==> src/rtl/kiwdg_pkg.sv <==
// Shared types and constants of the keyed independent watchdog.
// Used by the channel interfaces and by the top level; no dependencies.
`timescale 1ns / 1ps

package kiwdg_pkg;

  // fixed field widths
  localparam int unsigned OpcodeW = 2;
  localparam int unsigned AddrW = 2;
  localparam int unsigned DataW = 16;
  localparam int unsigned ReadW = 12;

  // parameter defaults
  localparam int unsigned CounterBitsDefault = 12;
  localparam int unsigned MaxExponentDefault = 6;
  localparam int unsigned BaseDivideDefault = 4;

  // reset value of the reload and counter registers, cut to the counter width
  localparam int unsigned ResetReload = 4095;

  // key register codes
  localparam logic [DataW-1:0] KeyRefresh = 16'hAAAA;
  localparam logic [DataW-1:0] KeyStart = 16'hCCCC;
  localparam logic [DataW-1:0] KeyUnlock = 16'h5555;

  typedef enum logic [OpcodeW-1:0] {
    OP_TICK  = 2'd0,
    OP_WRITE = 2'd1,
    OP_READ  = 2'd2
  } opcode_e;

  typedef enum logic [AddrW-1:0] {
    ADDR_KEY     = 2'd0,
    ADDR_PRESCAL = 2'd1,
    ADDR_RELOAD  = 2'd2,
    ADDR_COUNTER = 2'd3
  } reg_addr_e;

  typedef struct packed {
    logic [ReadW-1:0] read_data;
    logic             timeout_pulse;
    logic             is_running;
  } out_item_t;

endpackage

==> src/rtl/kiwdg_if.sv <==
// Valid/ready channel interfaces of the keyed independent watchdog.
// Depends on kiwdg_pkg for the field widths.
`timescale 1ns / 1ps

interface kiwdg_in_if;
  logic                            valid;
  logic                            ready;
  logic [kiwdg_pkg::OpcodeW-1:0]   opcode;
  logic [kiwdg_pkg::AddrW-1:0]     reg_addr;
  logic [kiwdg_pkg::DataW-1:0]     write_data;

  modport source (output valid, output opcode, output reg_addr, output write_data,
                  input ready);
  modport sink (input valid, input opcode, input reg_addr, input write_data,
                output ready);
endinterface

interface kiwdg_out_if;
  logic                          valid;
  logic                          ready;
  logic [kiwdg_pkg::ReadW-1:0]   read_data;
  logic                          timeout_pulse;
  logic                          is_running;

  modport source (output valid, output read_data, output timeout_pulse,
                  output is_running, input ready);
  modport sink (input valid, input read_data, input timeout_pulse,
                input is_running, output ready);
endinterface

==> src/rtl/keyed_independent_watchdog.sv <==
// Keyed independent watchdog: key register, prescaler, reload and down counter.
// Depends on kiwdg_pkg and the channel interfaces in kiwdg_if.sv.
//
// Usage:
//   in_i carries one item per handshake: a slow-clock tick, a register write or
//   a register read (opcode, reg_addr, write_data). out_o returns exactly one
//   item per input item: read_data, timeout_pulse and is_running.
//   Writing the unlock key opens the prescaler and reload registers; any other
//   key write closes them. The start key starts the watchdog for good, the
//   refresh key reloads the counter. A running watchdog counts down once every
//   BASE_DIVIDE * 2^prescaler ticks and pulses timeout_pulse on expiry.
// Throughput:
//   one item per cycle while in_i.ready is high; the result is registered on out_o.
//   All state updates and the result are one compare, one decrement and a
//   register update between the input handshake and the result register.
// Stall:
//   a result register plus one skid register; in_i.ready drops only while both
//   hold items, so one more item is taken while a result waits.
// Reset:
//   rst_ni clears the lock, run flag, prescaler and divider, and sets reload and
//   counter to 4095 (cut to COUNTER_BITS); both result slots are emptied.
`timescale 1ns / 1ps

module keyed_independent_watchdog #(
  parameter int unsigned COUNTER_BITS = kiwdg_pkg::CounterBitsDefault,
  parameter int unsigned MAX_EXPONENT = kiwdg_pkg::MaxExponentDefault,
  parameter int unsigned BASE_DIVIDE = kiwdg_pkg::BaseDivideDefault
) (
  input  logic        clk_i,
  input  logic        rst_ni,
  kiwdg_in_if.sink    in_i,
  kiwdg_out_if.source out_o
);

  localparam int unsigned ExpW = $clog2(MAX_EXPONENT + 1);
  localparam int unsigned MaxPeriod = BASE_DIVIDE << MAX_EXPONENT;
  localparam int unsigned DivW = $clog2(MaxPeriod + 1);

  // watchdog state
  logic                    unlocked_q, unlocked_d;
  logic                    running_q, running_d;
  logic [ExpW-1:0]         exp_q, exp_d;
  logic [COUNTER_BITS-1:0] reload_q, reload_d;
  logic [COUNTER_BITS-1:0] count_q, count_d;
  logic [DivW-1:0]         div_q, div_d;

  // result slots
  logic                  out_valid_q, out_valid_d;
  kiwdg_pkg::out_item_t  out_item_q, out_item_d;
  logic                  skid_valid_q, skid_valid_d;
  kiwdg_pkg::out_item_t  skid_item_q, skid_item_d;

  logic                  in_fire, out_fire, out_free;
  kiwdg_pkg::out_item_t  result;
  logic [DivW-1:0]       period;
  logic [DivW-1:0]       div_inc;

  assign in_i.ready = !skid_valid_q;
  assign in_fire = in_i.valid && in_i.ready;
  assign out_fire = out_valid_q && out_o.ready;
  assign out_free = out_fire || !out_valid_q;

  assign period = DivW'(BASE_DIVIDE) << exp_q;
  assign div_inc = div_q + DivW'(1);

  // state update and result of one item
  always_comb begin
    unlocked_d = unlocked_q;
    running_d = running_q;
    exp_d = exp_q;
    reload_d = reload_q;
    count_d = count_q;
    div_d = div_q;
    result = '0;
    if (in_fire) begin
      case (in_i.opcode)
        kiwdg_pkg::OP_TICK: begin
          if (running_q) begin
            if (div_inc >= period) begin
              div_d = '0;
              if (count_q <= COUNTER_BITS'(1)) begin
                count_d = reload_q;
                result.timeout_pulse = 1'b1;
              end else begin
                count_d = count_q - COUNTER_BITS'(1);
              end
            end else begin
              div_d = div_inc;
            end
          end
        end
        kiwdg_pkg::OP_WRITE: begin
          case (in_i.reg_addr)
            kiwdg_pkg::ADDR_KEY: begin
              unlocked_d = (in_i.write_data == kiwdg_pkg::KeyUnlock);
              if (in_i.write_data == kiwdg_pkg::KeyStart) begin
                running_d = 1'b1;
                count_d = reload_q;
              end else if (in_i.write_data == kiwdg_pkg::KeyRefresh) begin
                count_d = reload_q;
              end
            end
            kiwdg_pkg::ADDR_PRESCAL: begin
              if (unlocked_q) begin
                if (in_i.write_data > kiwdg_pkg::DataW'(MAX_EXPONENT)) begin
                  exp_d = ExpW'(MAX_EXPONENT);
                end else begin
                  exp_d = in_i.write_data[ExpW-1:0];
                end
              end
            end
            kiwdg_pkg::ADDR_RELOAD: begin
              if (unlocked_q) begin
                reload_d = COUNTER_BITS'(in_i.write_data);
              end
            end
            default: begin
            end
          endcase
        end
        kiwdg_pkg::OP_READ: begin
          case (in_i.reg_addr)
            kiwdg_pkg::ADDR_PRESCAL: result.read_data = kiwdg_pkg::ReadW'(exp_q);
            kiwdg_pkg::ADDR_RELOAD:  result.read_data = kiwdg_pkg::ReadW'(reload_q);
            kiwdg_pkg::ADDR_COUNTER: result.read_data = kiwdg_pkg::ReadW'(count_q);
            default:                 result.read_data = '0;
          endcase
        end
        default: begin
        end
      endcase
    end
    result.is_running = running_d;
  end

  // result register and skid slot
  always_comb begin
    out_valid_d = out_valid_q;
    out_item_d = out_item_q;
    skid_valid_d = skid_valid_q;
    skid_item_d = skid_item_q;
    if (out_free) begin
      if (skid_valid_q) begin
        out_valid_d = 1'b1;
        out_item_d = skid_item_q;
        skid_valid_d = 1'b0;
      end else begin
        out_valid_d = in_fire;
        out_item_d = result;
      end
    end else if (in_fire) begin
      skid_valid_d = 1'b1;
      skid_item_d = result;
    end
  end

  // control and state registers
  always_ff @(posedge clk_i or negedge rst_ni) begin
    if (!rst_ni) begin
      unlocked_q <= 1'b0;
      running_q <= 1'b0;
      exp_q <= '0;
      reload_q <= COUNTER_BITS'(kiwdg_pkg::ResetReload);
      count_q <= COUNTER_BITS'(kiwdg_pkg::ResetReload);
      div_q <= '0;
      out_valid_q <= 1'b0;
      skid_valid_q <= 1'b0;
    end else begin
      unlocked_q <= unlocked_d;
      running_q <= running_d;
      exp_q <= exp_d;
      reload_q <= reload_d;
      count_q <= count_d;
      div_q <= div_d;
      out_valid_q <= out_valid_d;
      skid_valid_q <= skid_valid_d;
    end
  end

  // result payload registers
  always_ff @(posedge clk_i) begin
    out_item_q <= out_item_d;
    skid_item_q <= skid_item_d;
  end

  assign out_o.valid = out_valid_q;
  assign out_o.read_data = out_item_q.read_data;
  assign out_o.timeout_pulse = out_item_q.timeout_pulse;
  assign out_o.is_running = out_item_q.is_running;

endmodule
==> src/flat_wrapper.sv <==
// flat-port wrapper written by rule: the top's interface ports become plain ports
module keyed_independent_watchdog_flat 
#(
  parameter int unsigned COUNTER_BITS = kiwdg_pkg::CounterBitsDefault,
  parameter int unsigned MAX_EXPONENT = kiwdg_pkg::MaxExponentDefault,
  parameter int unsigned BASE_DIVIDE = kiwdg_pkg::BaseDivideDefault
)
  (clk_i, rst_ni, in_i_valid, in_i_opcode, in_i_reg_addr, in_i_write_data, in_i_ready, out_o_valid, out_o_read_data, out_o_timeout_pulse, out_o_is_running, out_o_ready);
  kiwdg_in_if in_i_i ();
  kiwdg_out_if out_o_i ();
  input  logic clk_i;
  input  logic rst_ni;
  input wire logic [$bits(in_i_i.valid)-1:0] in_i_valid;
  input wire logic [$bits(in_i_i.opcode)-1:0] in_i_opcode;
  input wire logic [$bits(in_i_i.reg_addr)-1:0] in_i_reg_addr;
  input wire logic [$bits(in_i_i.write_data)-1:0] in_i_write_data;
  output wire logic [$bits(in_i_i.ready)-1:0] in_i_ready;
  output wire logic [$bits(out_o_i.valid)-1:0] out_o_valid;
  output wire logic [$bits(out_o_i.read_data)-1:0] out_o_read_data;
  output wire logic [$bits(out_o_i.timeout_pulse)-1:0] out_o_timeout_pulse;
  output wire logic [$bits(out_o_i.is_running)-1:0] out_o_is_running;
  input wire logic [$bits(out_o_i.ready)-1:0] out_o_ready;
  assign in_i_i.valid = in_i_valid;
  assign in_i_i.opcode = in_i_opcode;
  assign in_i_i.reg_addr = in_i_reg_addr;
  assign in_i_i.write_data = in_i_write_data;
  assign in_i_ready = in_i_i.ready;
  assign out_o_valid = out_o_i.valid;
  assign out_o_read_data = out_o_i.read_data;
  assign out_o_timeout_pulse = out_o_i.timeout_pulse;
  assign out_o_is_running = out_o_i.is_running;
  assign out_o_i.ready = out_o_ready;
  keyed_independent_watchdog #(.COUNTER_BITS(COUNTER_BITS), .MAX_EXPONENT(MAX_EXPONENT), .BASE_DIVIDE(BASE_DIVIDE)) u_core (.clk_i(clk_i), .rst_ni(rst_ni), .in_i(in_i_i), .out_o(out_o_i));
endmodule
==> config.mk <==
export PLATFORM = sky130hd
export DESIGN_NAME = keyed_independent_watchdog_flat
export DESIGN_NICKNAME = d
export VERILOG_FILES = /design/src/rtl/kiwdg_pkg.sv /design/src/rtl/kiwdg_if.sv /design/src/rtl/keyed_independent_watchdog.sv /design/src/flat_wrapper.sv
export SDC_FILE = /design/constraint.sdc
export NUM_CORES = 1
export LEC_CHECK = 0
export BUFFER_PORTS_ARGS = -buffer_cell sky130_fd_sc_hd__buf_4
export CAP_MARGIN = 5
export CORE_ASPECT_RATIO = 1.5
export CORE_MARGIN = 2
export CORE_UTILIZATION = 29
export CTS_CLUSTER_DIAMETER = 150
export DETAILED_ROUTE_END_ITERATION = 8
export GPL_TIMING_DRIVEN = 0
export PLACE_DENSITY = 0.49
export SKIP_CTS_REPAIR_TIMING = 1
export SYNTH_ARGS = -nofsm -noshare
export SYNTH_HDL_FRONTEND = slang
export SYNTH_SLANG_ARGS = --single-unit
==> constraint.sdc <==
create_clock -name clk_i -period 3.2 [get_ports clk_i]
set_input_delay 0.48 -clock clk_i [delete_from_list [all_inputs] [get_ports clk_i]]
set_output_delay 0.48 -clock clk_i [all_outputs]
set_load 0.005 [all_outputs]
==> results.md <==
Worst setup path:
- The type of origin of the critical path is a flip-flop.
- The arrival time of data at the critical path endpoint is 3.24 ns.
- Walking the worst path, the cells encountered are ha_1 > nand3_1 > nor2_2 > and3_1 > xnor2_1 > inv_1 > ha_1 > nor2_1 > and4bb_2 > o21a_4 > nor2_2 > clkbuf_4 > o211ai_1.
- The worst-path maximum fanout is 10.
- For this design, the slowest cell found on the critical path is sky130_fd_sc_hd__dfrtp_1.
- The kind of critical path is reg -> reg.
- The number of buffers and inverters on the critical path is 2.
- The cell type group with the largest total delay on the critical path is simple AND/OR/NAND/NOR gates.
- STA puts the critical path data required time at 3.45 ns.
- STA classifies the critical path endpoint as a flip-flop.
- The delay of the slowest cell on the worst path is 0.41 ns.

Clock tree:
- No sink is reached through more buffers than the 2 on the longest clock path.
- Counting every sink on the clock net gives 68.
- The clock tree root buffer cell is sky130_fd_sc_hd__clkbuf_16.
- The clock latency of the later-clocked register in the worst-skew pair is 0.33 ns.
- The H-tree was split into 3 levels.
- TritonCTS built the clock tree.
- The number of buffers inserted during clock tree synthesis is 9.
- The clock-pin transition on the worst setup and hold timing paths is 0.06 ns.

Synth:
- Of the total synthesized cell area, the portion taken by full adders, half adders and majority gates is 0.03731.
- Synthesis inferred 68 register bits.
- The flip-flop cell with the highest count after synthesis is sky130_fd_sc_hd__edfxtp_1.
- In the synthesized netlist the async set-or-reset flop fraction comes to 0.5882.
- Yosys printed 0 warnings.
- Counting flops with a built-in enable in the synthesized netlist gives 28.
- For this run, the register share of the synthesized area comes to 0.5075.
- The count of different cell masters after synthesis is 57.
- The post-synth design cell area is 0.003689 sq mm.
- The synthesized-area fraction occupied by ao, oa, aoi and oai cells is 0.1520.
- The combinational family with the most area after synthesis is simple AND/OR/NAND/NOR gates.
- Synthesis handed over a netlist of 339 instances.
- The multiplexer area fraction after synthesis is 0.07904.
- The biggest area contributor in the post-synthesis netlist is sky130_fd_sc_hd__edfxtp_1.
- The net count of the mapped netlist is 374.
- The simple logic cell fraction of the synthesized area is 0.1801.
- The area share of the leading cell type in the synthesized netlist is 0.2280.
- Yosys attributes the largest share of cell area to sky130_fd_sc_hd__edfxtp_1 23%, sky130_fd_sc_hd__dfstp_2 17%, sky130_fd_sc_hd__dfrtp_1 11%.
- The synthesized-area fraction occupied by xor and xnor cells is 0.01662.
- Dividing the synthesized area by the synthesized cell count gives 10.88 sq um.

Die:
- The die area is 0.01366 sq mm.
- The core region area is 0.01245 sq mm.
- The number of standard-cell rows in the floorplan is 50.
- The starting density of the core is 0.2963.
- Measured along the y axis, the die boundary spans 142.1 microns.
- In this run the count of I/O pins placed on the die edge is 40.
- The die is 96.09 microns wide.

Finish:
- The share of layout cells above drive strength 1 is 0.3071.
- The antenna diode instance count is 0.
- The filler cell count is 1257.
- The final-stage net count is 424.
- The area growth from synthesis to layout is 22.93%.
- Once layout is complete, the utilization of the core stands at 0.3642.
- The final design area excluding fillers is 0.004534 sq mm.
- In the final layout, flip-flops and latches occupy 0.001873 sq mm.
- The area of the multi-input gates is 0.001748 sq mm.

Placed design:
- The estimated wirelength of the detail-placed design is 7.154 mm.
- In this run the tool buffered the top-level ports with 38 buffer cells.
- The final weighted congestion of routability-driven global placement is 0.8454.
- In this run the cell area measured after placement is 0.004185 sq mm.

GRT:
- For this run, global-route usage on met1 was measured as 0.1757.
- The maximum number of pins on one net before global-route repair is 41.
- The global-route track usage on met2 is 0.2577.
- The first global-routing pass estimated 15.57 mm of wire.
- The most utilized layer in the global route result is met2.
- The combined global-route utilization of all metal layers is 0.1518.
- The via count of the first global-routing pass is 2983.
- The overall overflow remaining after global route is 0.
- The number of antenna violations at the first check in global routing is 0.
- In the global route stage, met3 resource usage came out at 0.03549.

Detailed routing:
- Summed over all layers, the routed wires come to 9.399 mm.
- The detail route stage leaves a number of antenna-violating nets equal to 0.
- The pre-antenna-repair detailed-routing pass consisted of 4 iterations.
- The iteration-0 DRC count of the detailed router is 202.
- In the routed layout, each cell is associated on average with a via count of 5.147.
- For this run, design rule violations remaining after detail routing come to 0.
- The number of vias in the routed layout is 2831.
- The routed wirelength normalized by instance count is 17.09 microns.

Min path:
- The class of the worst hold path is in -> async.

STA:
- The number of endpoints failing setup at the final stage is 0.
- Final hold analysis gives a worst-case slack of 0.1446 ns.
- The final hold violation count is 0.
- The achievable clock frequency is 334.7 MHz.
- The max-slew violation count is 0.
- The fraction of the cycle the final worst path needs is 0.9336.
- Setup repair after global routing left no endpoint under its margin.
- Across the routed clock network, the largest skew measured is 0.007953 ns.
- The post-route minimum period is 2.987 ns.
- The worst-margin pin slew is 0.7809 ns.
- The headroom to the max-slew limit is 0.4794.

Power and ir drop:
- IR analysis of the VDD net gives a maximum drop of 278.8 uV.
- For this design the ratio of total power to cell area is 469.7 mW/mm^2.
- Of the total power, combinational logic draws 0.064.
- Of the total power, the share spent switching nets is 0.2129.
- The power spent charging and discharging nets is 0.0004534 W.
- For this design the static power due to leakage is 1.926 nW.
- The clock power share is 0.493.
- The share of total power dissipated in sequential elements is 0.443.
- Cell internal power was estimated by the tool at 0.001676 W.

Flow run:
- The number of max-cap violations is 0.

Status:
- The flow ran to the end, and the final reports show no timing, DRC or antenna violations.
[cell type report]
class | count | share of cell area
timing repair buffer | 39 | 0.06540
inverter | 10 | 0.008278
buffer | 13 | 0.01490
clock buffer | 9 | 0.04967
multi-input combinational | 248 | 0.3855
clock inverter | 7 | 0.02014
tap | 156 | 0.04305
sequential | 68 | 0.4131
[metrics by stage]
step	setup TNS [ns]	total power [W]	instances	setup slack [ns]
5_1_grt	0	0.002218	550	0.01030
3_3_place_gp	-4.564	0.001096	533	-0.2470
3_5_place_dp	-2.058	0.001099	534	-0.2234
2_1_floorplan	0	0.001011	339	0.4197
4_1_cts	-2.375	0.002166	550	-0.2495
6_report	0	0.002130	550	0.2125
[Yosys cell counts, drive strengths merged (2+ instances only)]
cell type	instances
a21o	15
a21oi	13
a22oi	4
and3	3
and4b	2
and4bb	2
buf	7
clkbuf	6
dfrtp	16
dfstp	24
edfxtp	28
ha	11
inv	10
mux2	17
mux2i	10
nand2	31
nand2b	2
nand3	11
nand3b	4
nand4	4
nor2	31
nor2b	3
nor3	8
nor3b	4
nor4	5
o211ai	6
o21ai	15
o22a	3
o22ai	3
o2bb2ai	8
o31ai	3
or3	4
or3b	2
or4	4
xnor2	5
xor2	2
[worst register-to-register path, stage by stage, from the launching register on]
cell                       delay [ns]
sky130_fd_sc_hd__dfrtp_1         0.41
sky130_fd_sc_hd__ha_1            0.26
sky130_fd_sc_hd__nand3_1         0.18
sky130_fd_sc_hd__nor2_2          0.21
sky130_fd_sc_hd__and3_1          0.19
sky130_fd_sc_hd__xnor2_1         0.16
sky130_fd_sc_hd__inv_1           0.08
sky130_fd_sc_hd__ha_1            0.33
sky130_fd_sc_hd__nor2_1          0.12
sky130_fd_sc_hd__and4bb_2        0.27
sky130_fd_sc_hd__o21a_4          0.17
sky130_fd_sc_hd__nor2_2          0.18
sky130_fd_sc_hd__clkbuf_4        0.24
sky130_fd_sc_hd__o211ai_1        0.11
[cells in the final DEF (no fill, tap or decap), types with 11 or more instances in the layout]
cell	netlist	layout
sky130_fd_sc_hd__buf_4	1	39
sky130_fd_sc_hd__nand2_1	31	31
sky130_fd_sc_hd__nor2_1	30	28
sky130_fd_sc_hd__edfxtp_1	28	28
sky130_fd_sc_hd__dfstp_2	24	24
sky130_fd_sc_hd__mux2_2	17	17
sky130_fd_sc_hd__a21o_1	15	15
sky130_fd_sc_hd__dfrtp_1	16	15
sky130_fd_sc_hd__o21ai_0	14	13
sky130_fd_sc_hd__nand3_1	11	11
sky130_fd_sc_hd__a21oi_1	11	11
sky130_fd_sc_hd__ha_1	11	11
[routing by layer]
| metal | wire length, microns | up-vias |
|---|---|---|
| met5 | 0 | - |
| met4 | 267 | 0 |
| met3 | 374 | 18 |
| met2 | 4849 | 60 |
| met1 | 3907 | 1379 |
| li1 | - | 1374 |
[kinds of logic (layout without fill, tap and decap cells)]
| family | Yosys count | in the layout |
|---|---|---|
| AO/OA/AOI/OAI | 78 | 78 |
| XOR/XNOR | 7 | 7 |
| adder cells (fa/ha/maj) | 11 | 11 |
| buffers and inverters | 23 | 78 |
| flip-flops | 68 | 68 |
| multiplexers | 27 | 27 |
| AND/OR/NAND/NOR | 125 | 125 |
[sequential cells by signal (all words and copies together), names as in the netlist]
name and flops:
u_core.out_o.valid 1, u_core.unlocked_q 1, u_core.exp_q 3, u_core.reload_q 12, u_core.out_o.read_data 12, u_core.running_q 1, u_core.out_o.is_running 1, u_core.div_q 9
u_core.skid_item_q 14, u_core.out_o.timeout_pulse 1, u_core.skid_valid_q 1, u_core.count_q 12
[power by group through the flow]
stage / sequential [W] / combinational (W) / clock [W]
3_3_place_gp: 0.000958 / 0.000138 / 0
3_5_place_dp: 0.000958 / 0.000141 / 0
2_1_floorplan: 0.000960 / 0.0000507 / 0
5_1_grt: 0.000944 / 0.000151 / 0.00112
4_1_cts: 0.000943 / 0.000141 / 0.00108
6_report: 0.000942 / 0.000137 / 0.00105
[path summary, 6_finish.rpt]
check	from	to	slack (ns)	depth (start not counted)
max	u_core.div_q[1]	u_core.count_q[0]	0.21	13
min	rst_ni	u_core.div_q[1]	0.14	1
max reg2reg	u_core.div_q[1]	u_core.count_q[0]	0.21	13
min reg2reg	u_core.div_q[8]	u_core.div_q[8]	0.51	2
max in group asynchronous	rst_ni	u_core.div_q[0]	2.66	1
min in group clk_i	in_i_valid	u_core.out_o.valid	0.38	3
Note: power is estimated with default switching activity, not from simulation.
